$ cat config.mk
export PLATFORM = sky130hd
export DESIGN_NAME = stepper_half_step_packet_controller
export DESIGN_NICKNAME = d
export VERILOG_FILES = /design/src/rtl/core/stp_pkg.sv /design/src/rtl/core/stp_core.sv /design/src/rtl/core/stp_skid.sv /design/src/rtl/core/stepper_half_step_packet_controller.sv
export SDC_FILE = /design/constraint.sdc
export NUM_CORES = 1
export LEC_CHECK = 0
export ABC_AREA = 1
export BUFFER_PORTS_ARGS = -buffer_cell sky130_fd_sc_hd__clkbuf_2
export CORE_ASPECT_RATIO = 0.8
export CORE_MARGIN = 4
export CORE_UTILIZATION = 40
export CTS_BUF_LIST = sky130_fd_sc_hd__clkbuf_2
export CTS_CLUSTER_SIZE = 12
export DETAILED_ROUTE_END_ITERATION = 10
export PLACE_DENSITY = 0.61
export REMOVE_ABC_BUFFERS = 1
export SLEW_MARGIN = 20
export SYNTH_ARGS = -nofsm -noshare
export SYNTH_HDL_FRONTEND = slang
export SYNTH_SLANG_ARGS = --single-unit
$ cat constraint.sdc
create_clock -name clk_i -period 6.3 [get_ports clk_i]
set_clock_uncertainty 0.15 [all_clocks]
set_input_delay 0.945 -clock clk_i [delete_from_list [all_inputs] [get_ports clk_i]]
set_output_delay 0.945 -clock clk_i [all_outputs]
set_load 0.01 [all_outputs]
$ cat src/rtl/core/stp_pkg.sv
// ----------------------------------------------------------------------------
// stp_pkg
// Shared types, constants and the half-step coil table for the stepper
// packet controller.
// ----------------------------------------------------------------------------
package stp_pkg;

  localparam int unsigned DutyW   = 10;
  localparam int unsigned IdxW    = 3;
  localparam int unsigned PeriodW = 16;
  localparam int unsigned ByteW   = 8;

  localparam logic [DutyW-1:0]   OnDutyReset = 10'd250;
  localparam logic [PeriodW-1:0] PeriodReset = 16'd1000;
  localparam logic [ByteW-1:0]   StartByte   = 8'hFF;

  // Packet commands
  localparam logic [ByteW-1:0] CmdRunCcw  = 8'd1;
  localparam logic [ByteW-1:0] CmdRunCw   = 8'd2;
  localparam logic [ByteW-1:0] CmdStepCcw = 8'd3;
  localparam logic [ByteW-1:0] CmdStepCw  = 8'd4;

  // Rotation direction
  typedef enum logic [1:0] {
    DirHold = 2'd0,
    DirCcw  = 2'd1,
    DirCw   = 2'd2
  } stp_dir_e;

  // Why a pattern was driven
  localparam logic CauseSingle = 1'b0;
  localparam logic CauseTimed  = 1'b1;

  // One result beat
  typedef struct packed {
    logic             cause;
    logic [IdxW-1:0]  phase_index;
    logic [DutyW-1:0] duty_b2;
    logic [DutyW-1:0] duty_b1;
    logic [DutyW-1:0] duty_a2;
    logic [DutyW-1:0] duty_a1;
  } stp_result_t;

  // Energized coils per half step: bit0 A1, bit1 A2, bit2 B1, bit3 B2
  function automatic logic [3:0] coil_pattern(input logic [IdxW-1:0] idx);
    logic [3:0] pat;
    case (idx)
      3'd0:    pat = 4'h1;
      3'd1:    pat = 4'h5;
      3'd2:    pat = 4'h4;
      3'd3:    pat = 4'h6;
      3'd4:    pat = 4'h2;
      3'd5:    pat = 4'hA;
      3'd6:    pat = 4'h8;
      3'd7:    pat = 4'h9;
      default: pat = 4'h0;
    endcase
    return pat;
  endfunction

  // Build the result beat for one index
  function automatic stp_result_t make_result(input logic [IdxW-1:0]  idx,
                                              input logic [DutyW-1:0] duty,
                                              input logic             why);
    stp_result_t r;
    logic [3:0]  pat;
    pat           = coil_pattern(idx);
    r.duty_a1     = pat[0] ? duty : '0;
    r.duty_a2     = pat[1] ? duty : '0;
    r.duty_b1     = pat[2] ? duty : '0;
    r.duty_b2     = pat[3] ? duty : '0;
    r.phase_index = idx;
    r.cause       = why;
    return r;
  endfunction

endpackage

$ cat src/rtl/core/stp_core.sv
// ----------------------------------------------------------------------------
// stp_core
// Packet assembly, step timer and half-step index. Each accepted beat
// updates the registered state and may raise one result.
// ----------------------------------------------------------------------------
module stp_core (
  input  logic                        clk_i,
  input  logic                        rst_ni,
  input  logic                        cfg_we_i,
  input  logic [stp_pkg::DutyW-1:0]   cfg_wdata_i,
  input  logic                        accept_i,
  input  logic                        func_i,
  input  logic [stp_pkg::ByteW-1:0]   rx_data_i,
  output logic                        emit_o,
  output stp_pkg::stp_result_t        result_o
);
  import stp_pkg::*;

  logic [DutyW-1:0]   on_duty_q;
  logic [2:0]         byte_count_q, byte_count_d;
  logic [ByteW-1:0]   pkt_q [4];
  logic [PeriodW-1:0] period_q, period_d;
  logic [PeriodW-1:0] tick_q, tick_d;
  logic               running_q, running_d;
  stp_dir_e           dir_q, dir_d;
  logic [IdxW-1:0]    idx_q, idx_d;
  logic               pkt_we;
  logic [ByteW-1:0]   dh, dl;
  logic [ByteW-1:0]   cmd;

  assign cmd = pkt_q[1];

  // Escape byte forces data bytes to all ones
  always_comb begin
    dl = rx_data_i[0] ? StartByte : pkt_q[3];
    dh = rx_data_i[1] ? StartByte : pkt_q[2];
  end

  // Next state and result for one beat
  always_comb begin
    byte_count_d = byte_count_q;
    period_d     = period_q;
    tick_d       = tick_q;
    running_d    = running_q;
    dir_d        = dir_q;
    idx_d        = idx_q;
    pkt_we       = 1'b0;
    emit_o       = 1'b0;
    result_o     = make_result(idx_q, on_duty_q, CauseTimed);
    if (accept_i) begin
      if (func_i) begin
        // timer tick
        if (running_q && (period_q != '0)) begin
          if (tick_q == period_q) begin
            tick_d = '0;
            emit_o = 1'b1;
            case (dir_q)
              DirCcw:  idx_d = idx_q - 1'b1;
              DirCw:   idx_d = idx_q + 1'b1;
              default: idx_d = idx_q;
            endcase
          end else begin
            tick_d = tick_q + 1'b1;
          end
        end
      end else if (!byte_count_q[2]) begin
        // gather start, command and data bytes
        pkt_we       = 1'b1;
        byte_count_d = byte_count_q + 1'b1;
      end else begin
        // escape byte closes the packet
        byte_count_d = '0;
        if (pkt_q[0] == StartByte) begin
          case (cmd)
            CmdRunCcw: begin
              dir_d     = DirCcw;
              running_d = 1'b1;
              period_d  = {dh, dl};
              idx_d     = idx_q - 1'b1;
            end
            CmdRunCw: begin
              dir_d     = DirCw;
              running_d = 1'b1;
              period_d  = {dh, dl};
              idx_d     = idx_q + 1'b1;
            end
            CmdStepCcw: begin
              dir_d     = DirHold;
              running_d = 1'b0;
              idx_d     = idx_q - 1'b1;
              emit_o    = 1'b1;
              result_o  = make_result(idx_q - 1'b1, on_duty_q, CauseSingle);
            end
            CmdStepCw: begin
              dir_d     = DirHold;
              running_d = 1'b0;
              idx_d     = idx_q + 1'b1;
              emit_o    = 1'b1;
              result_o  = make_result(idx_q + 1'b1, on_duty_q, CauseSingle);
            end
            default: begin
              dir_d = DirHold;
            end
          endcase
        end
      end
    end
  end

  // Control state
  always_ff @(posedge clk_i or negedge rst_ni) begin
    if (!rst_ni) begin
      on_duty_q    <= OnDutyReset;
      byte_count_q <= '0;
      period_q     <= PeriodReset;
      tick_q       <= '0;
      running_q    <= 1'b1;
      dir_q        <= DirHold;
      idx_q        <= '0;
    end else begin
      if (cfg_we_i) begin
        on_duty_q <= cfg_wdata_i;
      end
      byte_count_q <= byte_count_d;
      period_q     <= period_d;
      tick_q       <= tick_d;
      running_q    <= running_d;
      dir_q        <= dir_d;
      idx_q        <= idx_d;
    end
  end

  // Packet byte store, no reset
  always_ff @(posedge clk_i) begin
    if (pkt_we) begin
      pkt_q[byte_count_q[1:0]] <= rx_data_i;
    end
  end

  // Checks
  a_count_range: assert property (@(posedge clk_i) disable iff (!rst_ni)
    byte_count_q <= 3'd4) else $error("byte count past escape slot");

  a_emit_needs_beat: assert property (@(posedge clk_i) disable iff (!rst_ni)
    emit_o |-> accept_i) else $error("result raised without a beat");

  a_idx_idle: assert property (@(posedge clk_i) disable iff (!rst_ni)
    !accept_i |=> $stable(idx_q)) else $error("index moved without a beat");

endmodule

$ cat src/rtl/core/stp_skid.sv
// ----------------------------------------------------------------------------
// stp_skid
// Two-entry output buffer: a result register plus one skid slot, so the
// input side stays ready while one result waits on the receiver.
// ----------------------------------------------------------------------------
module stp_skid (
  input  logic                 clk_i,
  input  logic                 rst_ni,
  input  logic                 in_valid_i,
  input  stp_pkg::stp_result_t in_data_i,
  output logic                 in_ready_o,
  output logic                 out_valid_o,
  input  logic                 out_ready_i,
  output stp_pkg::stp_result_t out_data_o
);
  import stp_pkg::*;

  logic        out_valid_q, skid_valid_q;
  stp_result_t out_data_q, skid_data_q;

  assign in_ready_o  = !skid_valid_q;
  assign out_valid_o = out_valid_q;
  assign out_data_o  = out_data_q;

  // Valid flags
  always_ff @(posedge clk_i or negedge rst_ni) begin
    if (!rst_ni) begin
      out_valid_q  <= 1'b0;
      skid_valid_q <= 1'b0;
    end else if (!out_valid_q || out_ready_i) begin
      if (skid_valid_q) begin
        out_valid_q  <= 1'b1;
        skid_valid_q <= 1'b0;
      end else begin
        out_valid_q <= in_valid_i;
      end
    end else if (in_valid_i) begin
      skid_valid_q <= 1'b1;
    end
  end

  // Payload
  always_ff @(posedge clk_i) begin
    if (!out_valid_q || out_ready_i) begin
      out_data_q <= skid_valid_q ? skid_data_q : in_data_i;
    end else if (in_valid_i) begin
      skid_data_q <= in_data_i;
    end
  end

  // Checks
  a_skid_order: assert property (@(posedge clk_i) disable iff (!rst_ni)
    skid_valid_q |-> out_valid_q) else $error("skid full with output empty");

  a_no_overrun: assert property (@(posedge clk_i) disable iff (!rst_ni)
    skid_valid_q |-> !in_valid_i) else $error("result pushed into full buffer");

  a_stall_parks: assert property (@(posedge clk_i) disable iff (!rst_ni)
    (out_valid_q && !out_ready_i && in_valid_i) |=> skid_valid_q)
    else $error("stalled result not parked");

endmodule

$ cat src/rtl/core/stepper_half_step_packet_controller.sv
// ----------------------------------------------------------------------------
// stepper_half_step_packet_controller
// Half-step stepper sequencer fed by serial packet bytes and timer ticks.
// ----------------------------------------------------------------------------
// Input stream: one beat per received byte (tuser 0) or per 1 MHz timer tick
// (tuser 1). Bytes form packets of five: start (255), command, data high,
// data low, escape. Commands 1/2 step once CCW/CW and run the timer with the
// 16-bit period; commands 3/4 stop the timer and drive one step at once.
// Output stream: one beat per driven pattern, with the four coil compare
// values, the phase index and the cause (tuser: 0 single step, 1 timed).
// A result is registered in the output buffer before it appears on the
// output. Throughput: one input beat per cycle while tready is high; all
// state updates are a 16-bit compare/increment and small muxes between the
// input and the result register.
// Stall: a two-entry output buffer keeps tready high while one result
// waits; with both entries full the input stalls until the receiver takes
// a beat.
// Reset: period 1000, timer running, direction hold, index 0, on_duty 250.
// User writes on_duty via cfg_we_i / cfg_wdata_i only while idle; the block does not enforce it.
// ----------------------------------------------------------------------------
module stepper_half_step_packet_controller (
  input  logic                      clk_i,
  input  logic                      rst_ni,
  input  logic                      cfg_we_i,
  input  logic [stp_pkg::DutyW-1:0] cfg_wdata_i,
  input  logic                      s_axis_tvalid,
  output logic                      s_axis_tready,
  input  logic [7:0]                s_axis_tdata,   // [7:0] rx_data
  input  logic                      s_axis_tuser,   // [0] func
  output logic                      m_axis_tvalid,
  input  logic                      m_axis_tready,
  // [9:0] duty_a1, [19:10] duty_a2, [29:20] duty_b1, [39:30] duty_b2,
  // [42:40] phase_index, [47:43] zero
  output logic [47:0]               m_axis_tdata,
  output logic                      m_axis_tuser    // [0] cause
);
  import stp_pkg::*;

  logic        accept;
  logic        emit;
  stp_result_t result;
  stp_result_t out_res;

  assign accept = s_axis_tvalid && s_axis_tready;

  // State update per beat
  stp_core u_core (
    .clk_i       (clk_i),
    .rst_ni      (rst_ni),
    .cfg_we_i    (cfg_we_i),
    .cfg_wdata_i (cfg_wdata_i),
    .accept_i    (accept),
    .func_i      (s_axis_tuser),
    .rx_data_i   (s_axis_tdata),
    .emit_o      (emit),
    .result_o    (result)
  );

  // Result register with skid slot
  stp_skid u_skid (
    .clk_i       (clk_i),
    .rst_ni      (rst_ni),
    .in_valid_i  (emit),
    .in_data_i   (result),
    .in_ready_o  (s_axis_tready),
    .out_valid_o (m_axis_tvalid),
    .out_ready_i (m_axis_tready),
    .out_data_o  (out_res)
  );

  // Output packing
  assign m_axis_tdata = {5'b0, out_res.phase_index, out_res.duty_b2, out_res.duty_b1,
                         out_res.duty_a2, out_res.duty_a1};
  assign m_axis_tuser = out_res.cause;

endmodule

After elaboration in Yosys (flattened, before gate mapping)
Memories as Yosys holds them, arrays and structs flattened.
Index checks and enable logic that the tools add are counted.
{"block": "op_classes", "reduce_logical": 22, "n_addsub": 4, "n_bitwise": 2, "eq_ne": 11, "n_mux": 56}
{"cell": "44-bit two-way mux", "count": 5}
{"cell": "10-bit two-way mux", "count": 12}
{"cell": "44-bit one-hot mux with 2 select lines", "count": 1}
{"cell": "4-bit two-way mux", "count": 10}
{"cell": "3-bit two-way mux", "count": 6}
{"cell": "16-bit by 1-bit adder with 16-bit output, second input constant", "count": 1}
{"cell": "16-bit equality test", "count": 1}
{"cell": "8-bit by 2-bit equality test with 1-bit output, second input constant", "count": 2}
{"cell": "16-bit two-way mux", "count": 1}
{"cell": "8-bit two-way mux", "count": 2}
{"cell": "16-bit nonzero test", "count": 1}
{"cell": "1-bit two-way mux", "count": 15}
{"cell": "3-bit one-hot mux with 2 select lines", "count": 2}
{"cell": "5-bit AND reduction", "count": 2}
{"cell": "8-bit by 1-bit equality test with 1-bit output, second input constant", "count": 1}
{"cell": "8-bit by 3-bit equality test with 1-bit output, second input constant", "count": 1}
{"cell": "8-bit equality test, second input constant", "count": 1}
{"cell": "2-bit nonzero test", "count": 4}
{"cell": "2-bit OR reduction", "count": 4}
{"cell": "7-bit AND reduction", "count": 1}
{"cell": "3-bit by 1-bit adder with 3-bit output, second input constant", "count": 2}
{"cell": "2-bit by 1-bit != test with 1-bit output, second input constant", "count": 2}
{"cell": "2-bit one-hot mux with 2 select lines", "count": 1}
{"cell": "2-bit AND reduction", "count": 2}
{"cell": "12 further kinds", "count": 15}
{"block": "word_totals", "word_cells": 120, "mem_bits_ro": 96, "ff_bits": 141, "output_inout_bits": 51, "n_memories": 4, "mem_bits_rw": 32, "in_bits": 24}
{"memory": "(no name shown)", "depth": 8, "width": 4, "rd": 1, "rd_ports_with_merged_regs": 0, "wr": 0, "line": "stp_pkg.sv:47", "text": "case (idx)"}
{"memory": "(no name shown)", "depth": 8, "width": 4, "rd": 1, "rd_ports_with_merged_regs": 0, "wr": 0, "line": "stp_pkg.sv:47"}
{"memory": "(no name shown)", "depth": 8, "width": 4, "rd": 1, "rd_ports_with_merged_regs": 0, "wr": 0, "line": "stp_pkg.sv:47"}
{"memory": "u_core.pkt_q", "depth": 4, "width": 8, "rd": 4, "rd_ports_with_merged_regs": 0, "wr": 1, "line": "stp_core.sv:21", "text": "logic [ByteW-1:0] pkt_q [4];"}

Depth between registers and ports, before layout
An unclocked memory read counts as a cell.
{"block": "logic_depth", "word_depth": 14, "depth_mapped": 13, "depth_no_buf": 12}

By module
A second synthesis with hierarchy kept.
{"block": "unflattened", "cells_unflattened": 823, "hier_area_um2": 7992.7}
{"mod": "stp_core", "area_each_um2": 4634.4, "n_inst": 1, "seq_area_each_um2": 2253.4, "cells_each": 576}
{"mod": "stp_skid", "area_each_um2": 3309.4, "n_inst": 1, "seq_area_each_um2": 2692.6, "cells_each": 239}
{"mod": "stepper_half_step_packet_controller", "area_each_um2": 48.8, "n_inst": 1, "seq_area_each_um2": 0.0, "cells_each": 8}

Worst setup path before layout
No wires, ideal clock.
{"block": "synth_path", "path_type": "input -> register", "from": "input m_axis_tready", "to": "register u_skid.skid_data_q[0] (netlist name) (enable)", "path_slack_ns": 1.721, "required_ns": 5.704, "t_arrival_ns": 3.984, "stages": 3, "cell_sequence": "inv_1 > nand2_1 > nor2_1"}
{"block": "synth_between", "elab_chain_len": 3}
{"item": "from (decl)", "line": "stepper_half_step_packet_controller.sv:31", "text": "input logic m_axis_tready,"}
{"item": "1-bit logical OR", "line": "stp_skid.sv:44", "text": "if (!out_valid_q || out_ready_i) begin"}
{"item": "1-bit inverter (no line)"}
{"item": "2-bit AND reduction (no line)"}
{"item": "to (signal assigned)", "line": "stp_skid.sv:47", "text": "skid_data_q <= in_data_i;"}
{"item": "to (decl)", "line": "stp_skid.sv:19", "text": "stp_result_t out_data_q, skid_data_q;"}
No other way between the ends.
A chain may end at the register's enable or synchronous reset.

Final worst setup path
{"block": "layout_path", "from": "register u_skid.skid_valid_q", "to": "output s_axis_tready"}
{"block": "layout_between", "elab_chain_len": 1}
{"item": "from (decl)", "line": "stp_skid.sv:18", "text": "logic out_valid_q, skid_valid_q;"}
{"item": "from (signal assigned)", "line": "stp_skid.sv:29", "text": "skid_valid_q <= 1'b0;"}
{"item": "from (signal assigned)", "line": "stp_skid.sv:33", "text": "skid_valid_q <= 1'b0;"}
{"item": "from (signal assigned)", "line": "stp_skid.sv:38", "text": "skid_valid_q <= 1'b1;"}
{"item": "1-bit logical NOT", "line": "stp_skid.sv:21", "text": "assign in_ready_o = !skid_valid_q;"}
{"item": "to (decl)", "line": "stepper_half_step_packet_controller.sv:27", "text": "output logic s_axis_tready,"}
No other way between the ends.

==> qor.txt <==
status -> completed
sequential element share of the synthesized area -> 0.5996
Worst-Margin Slew -> 0.7558 ns
RSZ-0062 raised after global routing -> false
fraction of power spent switching nets -> 0.3616
Final Hold Slack -> 0.1502 ns
Synth Area in Adders -> 0.02123
Critical Path Start Type -> flip-flop
Layout area overhead -> 9.753%
flops & latches, synth -> 173
total CTS buffers -> 17
Cell Area, Synth -> 8249 um2
Die Ht -> 136.4 um
DP Wirelength -> 11500 um
final core occ -> 0.4520
Clk Latency, worst-skew pair -> 0.75 ns
CTS tree -> yes
Vias -> 5673
Vias/cell -> 4.716
Simple-Gate Fraction of Synth Area -> 0.2607
Syn. warnings -> 0
Placed Instances -> 1170
Fin. Hold Viols -> 0
top-count cell post-synth -> nand2_1
clock group share of total power -> 0.208
Slew HR -> 0.4962
IR drop worst, VDD -> 0.0001825 V
register area -> 4946 um2
Seq pwr share -> 0.525
vias in the first global route -> 5364
drt first pass iters -> 6
Synth Area in XOR/XNOR -> 0.005309
post-synth top area cell -> edfxtp_1
largest net degree at the start of global routing -> 54
Fin Setup TNS -> 0 ns
drt drc -> 0
Int Pwr -> 0.001758 W
Post-synth top flop -> edfxtp_1
Starting Density -> 0.4119
I/O Pins -> 75
average routed wire per standard cell -> 14.06 um
Commonest cells post-synth -> nand2_1, edfxtp_1, inv_1
synth unique cells -> 37
share of layout cells above drive strength 1 -> 0.2122
final period utilization -> 0.5139
Tmin final -> 3.238 ns
final RePlAce weighted congestion -> 0.8740
Post-synth ARST share -> 0.3064
Min-Delay Path Class -> primary input to asynchronous set/reset pin
critical path type -> flip-flop to output port
Die X -> 168.6 um
WP data arrival -> 2.14 ns
number of port buffers -> 69
Final nets -> 963
# hold bufs at CTS -> 0
Max Cap Viol -> 0
crit end category -> output port
top-area cell type share of the netlist area -> 0.4368
Power Density -> 304.2 nW/um2
Crit Path Max Fanout -> 48
Final Power -> 0.002754 W
row count -> 46
Post-CTS Setup Bufs -> 0
remaining antenna violation count -> 0
global-route wire length before repair -> 27860 um
H-tree levels -> 4
Total GRT Usage -> 0.1532
syn avg cell area -> 9.626 um2
Setup Viol. Count Final -> 0
final WL -> 16920 um
final std cells w/o fill -> 1203
Fill cells -> 1958
clock slew at reported path FFs -> 0.30 ns
GRT Residual Overflow -> 0
post-cts gate resize count -> 0
initial antenna violation count -> 1
area of the multi-input gates -> 2778 um2
# clock sinks -> 173
leak pwr -> 4.252 nW
number of synthesized flops with an enable pin -> 120
number of DRC markers in iteration 0 -> 462
die area -> 23000 um2
maximum clock rate -> 0.3089 GHz
Comb power frac -> 0.267
largest family of logic cells by synthesized area -> simple AND/OR/NAND/NOR gates
fin. max-slew vios -> 0
core box area -> 20030 um2
clk buf depth -> 2
proportion of synthesized area in mux cells -> 0
Switch Pwr -> 0.0009958 W
Root Buffer -> clkbuf_2
complex-gate fraction of the synthesized area -> 0.04535
WP data required -> 5.20 ns
Syn Inst Count -> 857
synth top area cells -> edfxtp_1, nand2_1, dfrtp_1
==> cells by family after synthesis <==
group / Yosys count
simple gates: 466
compound gates: 71
fa+ha+maj: 14
buf+inv: 127
flops: 173
other cells: 1
xor+xnor: 5
==> power groups by stage <==
stage | registers (W) | clock network [W] | logic [W]
2_1_floorplan | 0.00151 | 0 | 0.000449
3_3_place_gp | 0.00147 | 0 | 0.000735
4_1_cts | 0.00145 | 0.000588 | 0.000746
6_report | 0.00145 | 0.000572 | 0.000737
3_5_place_dp | 0.00147 | 0 | 0.000740
5_1_grt | 0.00146 | 0.000643 | 0.000838
==> registers in the layout (all words and copies together), names as in the netlist, 3 cells and up <==
register and cells:
u_core.on_duty_q 10, u_core.pkt_q 32, u_skid.out_data_o 44, u_core.byte_count_q 3, u_core.idx_q 3, u_core.period_q 16, u_skid.skid_data_q 44, u_core.tick_q 16
==> critical path: stages, from the launching register on <==
cell and delay, ns:
dfrtp_1 0.41, buf_4 0.27, inv_4 0.49, clkbuf_2 0.24
==> layout make-up <==
cell class,count,share of cell area
Inverter,99,0.04298
Timing Repair Buffer,73,0.04146
Sequential cell,173,0.5463
Tap cell,264,0.03648
Antenna cell,1,0.0002764
Multi-Input combinational cell,561,0.3068
Clock buffer,17,0.009397
Clock inverter,15,0.01631
==> metrics by stage <==
stage	setup WS, ns	area, um2
2_1_floorplan	1.721	8098
3_3_place_gp	3.339	8813
3_5_place_dp	3.283	8813
4_1_cts	2.977	9046
5_1_grt	2.838	9054
6_report	3.062	9054
==> metal layers <==
layer  up-vias  track usage  routed length [um]
li1       2918            -                   -
met5         -            0                   0
met3         6      0.03837                 786
met4         0      0.03740                 106
met2       109       0.2197                7207
met1      2640       0.2326                8818
==> final timing paths <==
check | slack (ns) | to | from | cells after the start
setup / recovery | 3.06 | s_axis_tready | u_skid.skid_valid_q | 3
hold / removal | 0.15 | u_core.byte_count_q[0] | rst_ni | 2
setup reg to reg | 3.27 | u_skid.skid_data_q[32] | u_skid.skid_valid_q | 9
hold reg to reg | 0.37 | u_core.dir_q[0] | u_core.dir_q[0] | 2
max in group asynchronous | 5.32 | u_core.tick_q[0] | rst_ni | 2
min in group clk_i | 0.20 | u_core.on_duty_q[3] | cfg_wdata_i[3] | 3
==> layout by cell type, fill, tap and decap left out, types with 5 or more instances in the layout <==
master | synthesis | routed
a21oi_1 | 8 | 8
clkbuf_2 | 0 | 86
conb_1 | 1 | 5
dfrtp_1 | 40 | 40
dfstp_2 | 13 | 13
edfxtp_1 | 120 | 120
ha_1 | 14 | 14
inv_1 | 76 | 76
inv_2 | 18 | 18
inv_8 | 1 | 5
nand2_1 | 271 | 270
nand2_2 | 9 | 10
nand2_4 | 5 | 5
nand3_1 | 44 | 44
nand3_2 | 10 | 10
nand4_1 | 16 | 16
nor2_1 | 70 | 69
nor2_2 | 12 | 11
nor2_4 | 12 | 14
nor3_1 | 8 | 8
o21ai_0 | 38 | 38
o21ai_1 | 17 | 17
xor2_1 | 5 | 5
(Power assumes the default switching activity.)
